===== src/rtl/core/pcc_pkg.sv =====
package pcc_pkg;

    function automatic int imax(input int a, input int b);
        return (a > b) ? a : b;
    endfunction

    localparam int SAMPLE_WIDTH   = 16;
    localparam int FRAC_BITS      = 8;
    localparam int SUM_WIDTH      = 32;
    localparam int SAMPLE_DIVISOR = 5;

    localparam int GAIN_WIDTH  = 16;
    localparam int DERIV_LIMIT = 5;
    localparam int OUT_FRAC    = 14;
    localparam int OUT_WIDTH   = 16;

    localparam int CFG_IDX_W  = 3;
    localparam int CFG_DATA_W = GAIN_WIDTH;

    typedef enum logic [CFG_IDX_W-1:0] {
        REG_PROP_GAIN,
        REG_INTEGRAL_GAIN,
        REG_DERIV_GAIN,
        REG_FF_GAIN,
        REG_ENABLE
    } t_cfg_reg;

    localparam int ERR_W  = SAMPLE_WIDTH + 1;
    localparam int DIFF_W = SAMPLE_WIDTH + 2;
    localparam int ACC_W  = imax(SUM_WIDTH, ERR_W) + 1;

    localparam longint SUM_MAX = (longint'(1) << (SUM_WIDTH - 1)) - 1;
    localparam longint SUM_MIN = -SUM_MAX - 1;

    // reciprocal that always overestimates, so one correction gives truncation
    localparam int     DIV_SHIFT = SAMPLE_WIDTH + 1 + 10;
    localparam int     DM_W      = DIV_SHIFT + 2;
    localparam longint DIV_MULT  = (longint'(1) << DIV_SHIFT) / SAMPLE_DIVISOR + 1;
    localparam int     DPROD_W   = DIFF_W + DM_W;

    localparam int DLIM  = DERIV_LIMIT * (2 ** FRAC_BITS);
    localparam int DER_W = $clog2(DLIM + 1) + 1;
    localparam int Q_W   = imax(DIFF_W + 1, DER_W);

    localparam int PI_W  = SUM_WIDTH + GAIN_WIDTH;
    localparam int PP_W  = ERR_W + GAIN_WIDTH;
    localparam int PF_W  = SAMPLE_WIDTH + GAIN_WIDTH;
    localparam int PD_W  = DER_W + GAIN_WIDTH;
    localparam int IP_W  = imax(PI_W, PP_W) + 1;
    localparam int PID_W = imax(IP_W, PD_W) + 1;
    localparam int CL_W  = 2 * FRAC_BITS + 2;
    localparam int TOT_W = imax(CL_W, PF_W) + 1;

    localparam longint ONE = longint'(1) << (2 * FRAC_BITS);

    localparam int OUT_RSHIFT = (2 * FRAC_BITS >= OUT_FRAC) ? 2 * FRAC_BITS - OUT_FRAC : 0;
    localparam int OUT_LSHIFT = (2 * FRAC_BITS >= OUT_FRAC) ? 0 : OUT_FRAC - 2 * FRAC_BITS;
    localparam int SH_W       = CL_W + OUT_LSHIFT;
    localparam int OUT_FULL   = 1 << OUT_FRAC;

endpackage


===== src/rtl/core/pcc_in_if.sv =====
interface pcc_in_if import pcc_pkg::*; ();
    logic                           valid;
    logic                           ready;
    logic signed [SAMPLE_WIDTH-1:0] setpoint;
    logic signed [SAMPLE_WIDTH-1:0] measured;

    modport source (output valid, output setpoint, output measured, input ready);
    modport sink   (input valid, input setpoint, input measured, output ready);
endinterface


===== src/rtl/core/pcc_out_if.sv =====
interface pcc_out_if import pcc_pkg::*; ();
    logic                        valid;
    logic                        ready;
    logic signed [OUT_WIDTH-1:0] drive;
    logic                        limited;

    modport source (output valid, output drive, output limited, input ready);
    modport sink   (input valid, input drive, input limited, output ready);
endinterface


===== src/rtl/core/pid_controller_clamped_top.sv =====
// channel   dir  handshake       payload
// i_req     in   valid / ready   setpoint, measured (signed q8.8)
// o_rsp     out  valid / ready   drive (signed q2.14), limited
// i_cfg     in   write enable    index, data
//
// one request accepted per cycle while ready is high; its result reaches the output
// register after stages one to five, through the six register stages of the pipeline
// integral and previous error update in the accept cycle, so requests follow back to back
// a stalled output holds its result; empty stages still take requests, and
// ready falls only once every stage is full
// synchronous active-low reset clears the gains, enable, state and valids
module pid_controller_clamped_top import pcc_pkg::*; (
    input  logic                  i_clk,
    input  logic                  i_rst_n,
    input  logic                  i_cfg_we,
    input  logic [CFG_IDX_W-1:0]  i_cfg_idx,
    input  logic [CFG_DATA_W-1:0] i_cfg_data,
    pcc_in_if.sink                i_req,
    pcc_out_if.source             o_rsp
);

    logic signed [GAIN_WIDTH-1:0] r_prop_gain;
    logic signed [GAIN_WIDTH-1:0] r_integral_gain;
    logic signed [GAIN_WIDTH-1:0] r_deriv_gain;
    logic signed [GAIN_WIDTH-1:0] r_ff_gain;
    logic                         r_enable;

    logic signed [SUM_WIDTH-1:0] r_error_sum;
    logic signed [ERR_W-1:0]     r_last_error;

    logic r_v1, r_v2, r_v3, r_v4, r_v5, r_ov;
    logic en_1, en_2, en_3, en_4, en_5, en_out;
    logic take;

    logic signed [ERR_W-1:0]        r1_err;
    logic signed [SUM_WIDTH-1:0]    r1_sum;
    logic signed [DIFF_W-1:0]       r1_diff;
    logic signed [SAMPLE_WIDTH-1:0] r1_sp;
    logic                           r1_act;

    logic signed [DPROD_W-1:0] r2_dprod;
    logic                      r2_dneg;
    logic signed [PI_W-1:0]    r2_pi;
    logic signed [PP_W-1:0]    r2_pp;
    logic signed [PF_W-1:0]    r2_pf;
    logic                      r2_act;

    logic signed [DER_W-1:0] r3_deriv;
    logic signed [IP_W-1:0]  r3_ip;
    logic signed [PF_W-1:0]  r3_pf;
    logic                    r3_act;

    logic signed [PD_W-1:0] r4_pd;
    logic signed [IP_W-1:0] r4_ip;
    logic signed [PF_W-1:0] r4_pf;
    logic                   r4_act;

    logic signed [CL_W-1:0] r5_pid;
    logic signed [PF_W-1:0] r5_pf;
    logic                   r5_act;

    logic signed [OUT_WIDTH-1:0] r_drive;
    logic                        r_limited;

    logic signed [ERR_W-1:0]     n_err;
    logic signed [ACC_W-1:0]     n_acc;
    logic signed [SUM_WIDTH-1:0] n_error_sum;
    logic signed [DIFF_W-1:0]    n_diff;
    logic                        n_act;
    logic signed [Q_W-1:0]       n_qsh;
    logic signed [Q_W-1:0]       n_q;
    logic signed [DER_W-1:0]     n_deriv;
    logic signed [IP_W-1:0]      n_ip;
    logic signed [PID_W-1:0]     n_pid_raw;
    logic signed [CL_W-1:0]      n_pid;
    logic signed [TOT_W-1:0]     n_tot;
    logic signed [CL_W-1:0]      n_tot_cl;
    logic signed [SH_W-1:0]      n_sh;
    logic                        n_limited;
    logic signed [OUT_WIDTH-1:0] n_drive;

    localparam logic signed [DM_W-1:0] DIV_MULT_S = DM_W'(DIV_MULT);

    // handshake and stage enables
    assign en_out = !r_ov || o_rsp.ready;
    assign en_5   = !r_v5 || en_out;
    assign en_4   = !r_v4 || en_5;
    assign en_3   = !r_v3 || en_4;
    assign en_2   = !r_v2 || en_3;
    assign en_1   = !r_v1 || en_2;
    assign take   = i_req.valid && en_1;

    assign i_req.ready   = en_1;
    assign o_rsp.valid   = r_ov;
    assign o_rsp.drive   = r_drive;
    assign o_rsp.limited = r_limited;

    always_ff @(posedge i_clk) begin
        if (!i_rst_n) begin
            r_prop_gain     <= '0;
            r_integral_gain <= '0;
            r_deriv_gain    <= '0;
            r_ff_gain       <= '0;
            r_enable        <= 1'b0;
        end else if (i_cfg_we) begin
            unique case (t_cfg_reg'(i_cfg_idx))
                REG_PROP_GAIN:     r_prop_gain     <= i_cfg_data;
                REG_INTEGRAL_GAIN: r_integral_gain <= i_cfg_data;
                REG_DERIV_GAIN:    r_deriv_gain    <= i_cfg_data;
                REG_FF_GAIN:       r_ff_gain       <= i_cfg_data;
                REG_ENABLE:        r_enable        <= i_cfg_data[0];
                default: begin
                end
            endcase
        end
    end

    always_ff @(posedge i_clk) begin
        if (!i_rst_n) begin
            r_v1 <= 1'b0;
            r_v2 <= 1'b0;
            r_v3 <= 1'b0;
            r_v4 <= 1'b0;
            r_v5 <= 1'b0;
            r_ov <= 1'b0;
        end else begin
            if (en_1)   r_v1 <= i_req.valid;
            if (en_2)   r_v2 <= r_v1;
            if (en_3)   r_v3 <= r_v2;
            if (en_4)   r_v4 <= r_v3;
            if (en_5)   r_v5 <= r_v4;
            if (en_out) r_ov <= r_v5;
        end
    end

    // error, saturating integral, difference
    always_comb begin
        n_err = ERR_W'(i_req.setpoint) - ERR_W'(i_req.measured);
        n_acc = ACC_W'(r_error_sum) + ACC_W'(n_err);
        if (n_acc > ACC_W'(SUM_MAX)) begin
            n_error_sum = SUM_WIDTH'(SUM_MAX);
        end else if (n_acc < ACC_W'(SUM_MIN)) begin
            n_error_sum = SUM_WIDTH'(SUM_MIN);
        end else begin
            n_error_sum = n_acc[SUM_WIDTH-1:0];
        end
        n_diff = DIFF_W'(r_last_error) - DIFF_W'(n_err);
        n_act  = r_enable && (i_req.setpoint != '0);
    end

    always_ff @(posedge i_clk) begin
        if (!i_rst_n) begin
            r_error_sum  <= '0;
            r_last_error <= '0;
        end else if (take) begin
            r_error_sum  <= n_error_sum;
            r_last_error <= n_err;
        end
    end

    always_ff @(posedge i_clk) begin
        if (en_1) begin
            r1_err  <= n_err;
            r1_sum  <= n_error_sum;
            r1_diff <= n_diff;
            r1_sp   <= i_req.setpoint;
            r1_act  <= n_act;
        end
    end

    always_ff @(posedge i_clk) begin
        if (en_2) begin
            r2_dprod <= r1_diff * DIV_MULT_S;
            r2_dneg  <= r1_diff[DIFF_W-1];
            r2_pi    <= r1_sum * r_integral_gain;
            r2_pp    <= r1_err * r_prop_gain;
            r2_pf    <= r1_sp * r_ff_gain;
            r2_act   <= r1_act;
        end
    end

    // quotient truncated toward zero, then derivative clamp
    always_comb begin
        n_qsh = Q_W'(r2_dprod >>> DIV_SHIFT);
        n_q   = r2_dneg ? n_qsh + Q_W'(1) : n_qsh;
        if (n_q > Q_W'(DLIM)) begin
            n_deriv = DER_W'(DLIM);
        end else if (n_q < Q_W'(-DLIM)) begin
            n_deriv = DER_W'(-DLIM);
        end else begin
            n_deriv = n_q[DER_W-1:0];
        end
        n_ip = IP_W'(r2_pi) + IP_W'(r2_pp);
    end

    always_ff @(posedge i_clk) begin
        if (en_3) begin
            r3_deriv <= n_deriv;
            r3_ip    <= n_ip;
            r3_pf    <= r2_pf;
            r3_act   <= r2_act;
        end
    end

    always_ff @(posedge i_clk) begin
        if (en_4) begin
            r4_pd  <= r3_deriv * r_deriv_gain;
            r4_ip  <= r3_ip;
            r4_pf  <= r3_pf;
            r4_act <= r3_act;
        end
    end

    always_comb begin
        n_pid_raw = PID_W'(r4_ip) + PID_W'(r4_pd);
        if (n_pid_raw > PID_W'(ONE)) begin
            n_pid = CL_W'(ONE);
        end else if (n_pid_raw < PID_W'(-ONE)) begin
            n_pid = CL_W'(-ONE);
        end else begin
            n_pid = n_pid_raw[CL_W-1:0];
        end
    end

    always_ff @(posedge i_clk) begin
        if (en_5) begin
            r5_pid <= n_pid;
            r5_pf  <= r4_pf;
            r5_act <= r4_act;
        end
    end

    // feedforward, final clamp, floor to q2.14
    always_comb begin
        n_tot     = TOT_W'(r5_pid) + TOT_W'(r5_pf);
        n_limited = 1'b0;
        n_tot_cl  = n_tot[CL_W-1:0];
        if (n_tot > TOT_W'(ONE)) begin
            n_limited = 1'b1;
            n_tot_cl  = CL_W'(ONE);
        end else if (n_tot < TOT_W'(-ONE)) begin
            n_limited = 1'b1;
            n_tot_cl  = CL_W'(-ONE);
        end
        n_sh    = (SH_W'(n_tot_cl) <<< OUT_LSHIFT) >>> OUT_RSHIFT;
        n_drive = r5_act ? n_sh[OUT_WIDTH-1:0] : '0;
    end

    always_ff @(posedge i_clk) begin
        if (en_out) begin
            r_drive   <= n_drive;
            r_limited <= n_limited && r5_act;
        end
    end

`ifndef ASSERT_OFF
    a_take_fills: assert property (@(posedge i_clk) disable iff (!i_rst_n)
        (i_req.valid && i_req.ready) |=> r_v1)
        else $error("accepted request did not enter the first stage");

    a_state_holds: assert property (@(posedge i_clk) disable iff (!i_rst_n)
        !(i_req.valid && i_req.ready) |=> ($stable(r_error_sum) && $stable(r_last_error)))
        else $error("integral or previous error changed without a request");

    a_ready_full: assert property (@(posedge i_clk) disable iff (!i_rst_n)
        !i_req.ready |-> (r_v1 && r_v2 && r_v3 && r_v4 && r_v5 && r_ov && !o_rsp.ready))
        else $error("ready low while the pipeline has room");

    a_limit_full_scale: assert property (@(posedge i_clk) disable iff (!i_rst_n)
        (r_ov && r_limited) |->
            (r_drive == OUT_WIDTH'(OUT_FULL) || r_drive == OUT_WIDTH'(-OUT_FULL)))
        else $error("limited result not at full scale");
`endif

endmodule

===== src/flat_wrapper.sv =====
// flat-port wrapper written by rule: the top's interface ports become plain ports
module pid_controller_clamped_top_flat import pcc_pkg::*;
  (i_clk, i_rst_n, i_cfg_we, i_cfg_idx, i_cfg_data, i_req_valid, i_req_setpoint, i_req_measured, i_req_ready, o_rsp_valid, o_rsp_drive, o_rsp_limited, o_rsp_ready);
  pcc_in_if i_req_i ();
  pcc_out_if o_rsp_i ();
  input  logic i_clk;
  input  logic i_rst_n;
  input  logic i_cfg_we;
  input  logic [CFG_IDX_W-1:0] i_cfg_idx;
  input  logic [CFG_DATA_W-1:0] i_cfg_data;
  input wire logic [$bits(i_req_i.valid)-1:0] i_req_valid;
  input wire logic [$bits(i_req_i.setpoint)-1:0] i_req_setpoint;
  input wire logic [$bits(i_req_i.measured)-1:0] i_req_measured;
  output wire logic [$bits(i_req_i.ready)-1:0] i_req_ready;
  output wire logic [$bits(o_rsp_i.valid)-1:0] o_rsp_valid;
  output wire logic [$bits(o_rsp_i.drive)-1:0] o_rsp_drive;
  output wire logic [$bits(o_rsp_i.limited)-1:0] o_rsp_limited;
  input wire logic [$bits(o_rsp_i.ready)-1:0] o_rsp_ready;
  assign i_req_i.valid = i_req_valid;
  assign i_req_i.setpoint = i_req_setpoint;
  assign i_req_i.measured = i_req_measured;
  assign i_req_ready = i_req_i.ready;
  assign o_rsp_valid = o_rsp_i.valid;
  assign o_rsp_drive = o_rsp_i.drive;
  assign o_rsp_limited = o_rsp_i.limited;
  assign o_rsp_i.ready = o_rsp_ready;
  pid_controller_clamped_top u_core (.i_clk(i_clk), .i_rst_n(i_rst_n), .i_cfg_we(i_cfg_we), .i_cfg_idx(i_cfg_idx), .i_cfg_data(i_cfg_data), .i_req(i_req_i), .o_rsp(o_rsp_i));
endmodule

===== config.mk =====
export PLATFORM = sky130hd
export DESIGN_NAME = pid_controller_clamped_top_flat
export DESIGN_NICKNAME = d
export VERILOG_FILES = /design/src/rtl/core/pcc_pkg.sv /design/src/rtl/core/pcc_in_if.sv /design/src/rtl/core/pcc_out_if.sv /design/src/rtl/core/pid_controller_clamped_top.sv /design/src/flat_wrapper.sv
export SDC_FILE = /design/constraint.sdc
export NUM_CORES = 2
export LEC_CHECK = 0
export ABC_AREA = 1
export BUFFER_PORTS_ARGS = -buffer_cell sky130_fd_sc_hd__buf_2
export CAP_MARGIN = 40
export CORE_MARGIN = 8
export CORE_UTILIZATION = 50
export CTS_CLUSTER_DIAMETER = 120
export DETAILED_ROUTE_END_ITERATION = 8
export GPL_TIMING_DRIVEN = 0
export PLACE_DENSITY = 0.65
export SETUP_SLACK_MARGIN = 0.5
export SKIP_CTS_REPAIR_TIMING = 1
export SYNTH_ARGS = -nofsm -noshare
export SYNTH_HDL_FRONTEND = slang
export SYNTH_SLANG_ARGS = --single-unit

===== constraint.sdc =====
create_clock -name i_clk -period 13.1 [get_ports i_clk]
set_input_delay 0.655 -clock i_clk [delete_from_list [all_inputs] [get_ports i_clk]]
set_output_delay 0.655 -clock i_clk [all_outputs]
set_load 0.1 [all_outputs]

# Word level (Yosys, flattened, before mapping)
# Cells that the tools add are included.
# classes
n_addsub,7
n_mul,5
order_cmp,8
eq_ne,4
muxes,9
bitwise,1
reduce_logical,26
# ops
op,n
$mux W32,2
$add A49 B28 Y50,1
$gt A50 B18 Y1 const B,1
$lt A50 B17 Y1 const B,1
$add A48 B33 Y49,1
$mul A32 B16 Y48,1
$mul A18 B25 Y43 const B,1
$mux W18,2
$add A18 B32 Y33,1
$add A32 B17 Y33,1
$gt A33 B18 Y1 const B,1
$gt A33 B32 Y1 const B,1
$lt A33 B17 Y1 const B,1
$lt A33 B32 Y1 const B,1
$mul A17 B16 Y33,1
$mul A16 B16 Y32,1
$mul A12 B16 Y28,1
$gt A19 B12 Y1 const B,1
$lt A19 B12 Y1 const B,1
$mux W19,1
$add A17 B2 Y18 const B,1
$sub A17 B17 Y18,1
$mux W17,1
$sub A16 B16 Y17,1
other kinds (14),34
# word_totals
ff_bits,634
inputBits,56
output_inout_bits,19
wordCells,101

# Depth between registers and ports, before layout
# logic_depth
depth_word,8
mapped_depth,32
depth_no_buf,31

# Worst setup path after synthesis
# Ideal clock, no wire load.
# synth_timing
kind,register to register
start,reg u_core.r_ov (netlist: u_core.o_rsp.valid)
end,reg u_core.r_error_sum[10]
setup_ps,109
t_arrival_ps,10741
t_required_ps,12991
setup_slack_ps,2251
path_stages_with_launch,19
path_buffers,2
period_less_slack_ps,10849
cell_sequence,dfxtp_1 inv_1 nor2_1 inv_1 nor2_1 inv_1 nor2_1 inv_1 nor2_1 inv_1 nor2_1 nand2_1 nand2_1 inv_1 buf_2 buf_1 nand3_1 nand2_1 inv_1
# synth_between
elab_chain_cells,8
# synth_rtl
item,line_no,rtl
"start, declared",pid_controller_clamped_top.sv:31,"logic r_v1, r_v2, r_v3, r_v4, r_v5, r_ov;"
"start signal, assigned",pid_controller_clamped_top.sv:132,if (en_out) r_ov <= r_v5;
$logic_not A1 Y1,pid_controller_clamped_top.sv:85,assign en_out = !r_ov || o_rsp.ready;
$logic_or A1 B1 Y1,pid_controller_clamped_top.sv:85,
named net u_core.en_out,pid_controller_clamped_top.sv:32,"logic en_1, en_2, en_3, en_4, en_5, en_out;"
$logic_or A1 B1 Y1,pid_controller_clamped_top.sv:86,assign en_5 = !r_v5 || en_out;
named net u_core.en_5,pid_controller_clamped_top.sv:32,
$logic_or A1 B1 Y1,pid_controller_clamped_top.sv:87,assign en_4 = !r_v4 || en_5;
named net u_core.en_4,pid_controller_clamped_top.sv:32,
$logic_or A1 B1 Y1,pid_controller_clamped_top.sv:88,assign en_3 = !r_v3 || en_4;
named net u_core.en_3,pid_controller_clamped_top.sv:32,
$logic_or A1 B1 Y1,pid_controller_clamped_top.sv:89,assign en_2 = !r_v2 || en_3;
$logic_or A1 B1 Y1,pid_controller_clamped_top.sv:90,assign en_1 = !r_v1 || en_2;
named net i_req_ready,flat_wrapper.sv:14,output wire logic [$bits(i_req_i.ready)-1:0] i_req_ready;
$logic_and A1 B1 Y1,pid_controller_clamped_top.sv:91,assign take = i_req.valid && en_1;
"end signal, assigned",pid_controller_clamped_top.sv:156,r_error_sum <= n_error_sum;
"end, declared",pid_controller_clamped_top.sv:28,logic signed [SUM_WIDTH-1:0] r_error_sum;
# The timed path passes the listed nets, and every way through them passes these cells.
# A chain may end at the register's enable or synchronous reset.

# Worst setup path after layout
# layout_timing
start,reg u_core.r1_sum[13]
end,reg u_core.r2_pi[43] (data pin)
# layout_between
elab_chain_cells,1
# layout_rtl
item,line_no,rtl
"start, declared",pid_controller_clamped_top.sv:36,logic signed [SUM_WIDTH-1:0] r1_sum;
"start signal, assigned",pid_controller_clamped_top.sv:164,r1_sum <= n_error_sum;
$mul A32 B16 Y48,pid_controller_clamped_top.sv:175,r2_pi <= r1_sum * r_integral_gain;
"end signal, assigned",pid_controller_clamped_top.sv:175,
"end, declared",pid_controller_clamped_top.sv:43,logic signed [PI_W-1:0] r2_pi;
# No other way between the ends.

==> impl_metrics.py <==
metrics = {
    "status": {
        "status": "completed",
    },
    "setup_path": {
        "worstSetupPathType": "reg -> reg",
        "rrSetupSlack_ns": 5.60,
        "endpoint_kind": "flip-flop",
        "cp_data_arrival_time_ns": 7.98,
        "worstPathRequired_ns": 13.58,
        "crit_fanout": 10,
        "startpoint_type": "flip-flop",
    },
    "clocking": {
        "cts_tree": "done",
        "root_buffer": "clkbuf_16",
        "cts_buffers": 72,
        "clkTransAtPathRegs_ns": 0.06,
        "cts_max_path_buffers": 3,
        "cts_sinks": 608,
        "cts-htree-levels": 3,
        "worstSkewPairLatency_ns": 0.71,
    },
    "global_route": {
        "grt_pass1_vias": 69479,
        "grtUsageTotal": 0.2734,
        "grt_max_degree": 77,
        "grt_pass1_wl_um": 393500,
        "grt_overflow": 0,
        "antenna_found_initial": 8,
    },
    "floorplan": {
        "core_area_um2": 169300,
        "die_h_um": 428.6,
        "die-area_um2": 183700,
        "rows": 151,
        "die_x_um": 428.6,
        "ioPinCount": 75,
        "initial_core_util": 0.5029,
    },
    "sta": {
        "hold_violations": 0,
        "rsz0062_at_grt": "false",
        "worst_pin_slew_ns": 0.9304,
        "clock_skew_ns": 0.04950,
        "final.min_clock_period_ns": 7.498,
        "clock.fmax_ghz": 0.1334,
        "setup_viol": 0,
        "holdWs_ns": 0.2290,
        "finalSetupTns_ns": 0,
        "max_slew_margin": 0.3797,
        "drv_slew": 0,
        "period_share": 0.5723,
    },
    "job": {
        "cap_violations": 0,
    },
    "placed_design": {
        "gp_congestion": 0.9585,
        "dp_hpwl_um": 215400,
        "port_buffers": 74,
        "post_dp_cell_area_um2": 88580,
    },
    "finish": {
        "final_common_cell": "inv_1",
        "fin_nets": 12576,
        "area_delta_synth_final_pct": 7.006,
        "fill_cells": 16111,
        "layout_common_cells": "inv_1 (2746), nand2_1 (2337), fa_1 (1311), ha_1 (678), nor2_1 (626)",
        "stdcell_area_um2": 91100,
        "utilization": 0.5381,
        "layout-drive-gt1-share": 0.03040,
    },
    "detailed_routing": {
        "via_per_inst": 5.187,
        "wl_per_cell_um": 19.62,
        "routed_wl_um": 251400,
        "drc": 0,
        "dr.first_iter.drc_count": 4912,
        "firstDrtPassIters": 6,
        "ant_nets": 0,
        "vias": 66465,
    },
    "synth": {
        "yosysSeqAreaShare": 0.2003,
        "synthFlopType": "edfxtp_1",
        "synth_top_area_frac": 0.3083,
        "syn_avg_cell_area_um2": 8.212,
        "syn-cell-area_um2": 85130,
        "synth_cells": 10367,
        "synth_edf_count": 488,
        "async_flop_share": 0,
        "yosys.area.top_type": "fa_1",
        "synth_top_cells_by_area": "fa_1 (31%), edfxtp_1 (17%), inv_1 (12%), nand2_1 (10%), ha_1 (10%)",
        "ys.warnings.count": 0,
        "synth_nets": 12412,
        "ys_ff_latch": 608,
        "synth_cell_types": 56,
    },
    "worst_hold_path": {
        "hold_class": "in -> reg",
    },
}
## registers in the layout (all words and copies together), names as in the netlist, 28 cells and up
register and count:
u_core.r4_ip 49, u_core.r3_pf 32, u_core.r_error_sum 32, u_core.r2_pf 32, u_core.r2_pp 33, u_core.r5_pf 32
u_core.r2_pi 48, u_core.r3_ip 49, u_core.r4_pd 28, u_core.r1_sum 32, u_core.r4_pf 32
## cells in the mapped netlist (all sizes together), types with 20 or more instances
cell type,number
xnor2,114
o21ai,284
o21bai,21
nor3,57
clkbuf,299
nor2,649
a21o,23
nand3,228
nand2,2359
a31oi,88
nand3b,25
a21oi,429
fa,1311
o211ai,23
nor4,30
edfxtp,488
buf,22
o21a,20
xor2,190
nand4,61
ha,678
or2,31
inv,2753
a21boi,20
dfxtp,120
## worst max-delay path: stages (launching register included)
cell and delay (ns):
edfxtp_1 0.32, clkbuf_1 0.43, clkbuf_1 0.59, nand2_1 0.19, fa_1 0.58, inv_1 0.05
fa_1 0.52, fa_1 0.44, fa_1 0.52, fa_1 0.56, inv_1 0.06, fa_1 0.59
inv_1 0.07, ha_1 0.38, a21oi_1 0.24, inv_1 0.10, nor2_1 0.15, o21a_1 0.14
nand2_1 0.05, a21oi_1 0.37, o21ai_0 0.21, nand2_1 0.11, o211ai_1 0.14, a21oi_1 0.20
xnor2_1 0.23
## per-layer routing
metal  GRT usage  vias up  part of all wire  wire (µm)
met5           0        -          0.000095         24
met4      0.1104        2             0.047      11890
met3     0.04003      460             0.057      14290
met2      0.4555     1983              0.47     117700
met1      0.3598    32643              0.43     107500
li1            -    31377                 -          -
## metrics by stage
stage	setup slack [ns]	instances
after floorplan	2.251	10367
after global placement	-1.654	12659
after detailed placement	5.652	12674
after CTS	5.633	12808
after global routing	5.342	12809
final	5.602	12813
## layout make-up
type / count / area [µm²] / area share
Inverter: 2756 / 10350 / 0.1137
Clock buffer: 85 / 1882 / 0.02066
Antenna cell: 4 / 10.01 / 0.0001099
Timing Repair Buffer: 90 / 650.6 / 0.007142
Clock inverter: 49 / 616.8 / 0.006771
Sequential cell: 608 / 17060 / 0.1872
Multi-Input combinational cell: 6682 / 56520 / 0.6204
Buffer: 321 / 1235 / 0.01356
Tap cell: 2218 / 2775 / 0.03046
## kinds of logic after synthesis
family,synth area share
AND/OR/NAND/NOR,0.1637
XOR/XNOR,0.03136
buffers and inverters,0.1360
adder cells (fa/ha/maj),0.4079
AO/OA/AOI/OAI,0.06055
multiplexers,0.0001176
flip-flops,0.2003
## worst paths after layout
path / startpoint / depth (start not counted) / to
setup reg to reg: u_core.r1_sum[13] / 24 / u_core.r2_pi[43]
setup / recovery: u_core.r1_sum[13] / 24 / u_core.r2_pi[43]
hold / removal: i_req_setpoint[8] / 1 / u_core.r1_sp[8]
hold reg to reg: u_core.r2_pf[1] / 0 / u_core.r3_pf[1]
Power is not shown: default switching activity piles up to over one toggle a cycle in this logic, so the estimate is an artifact.
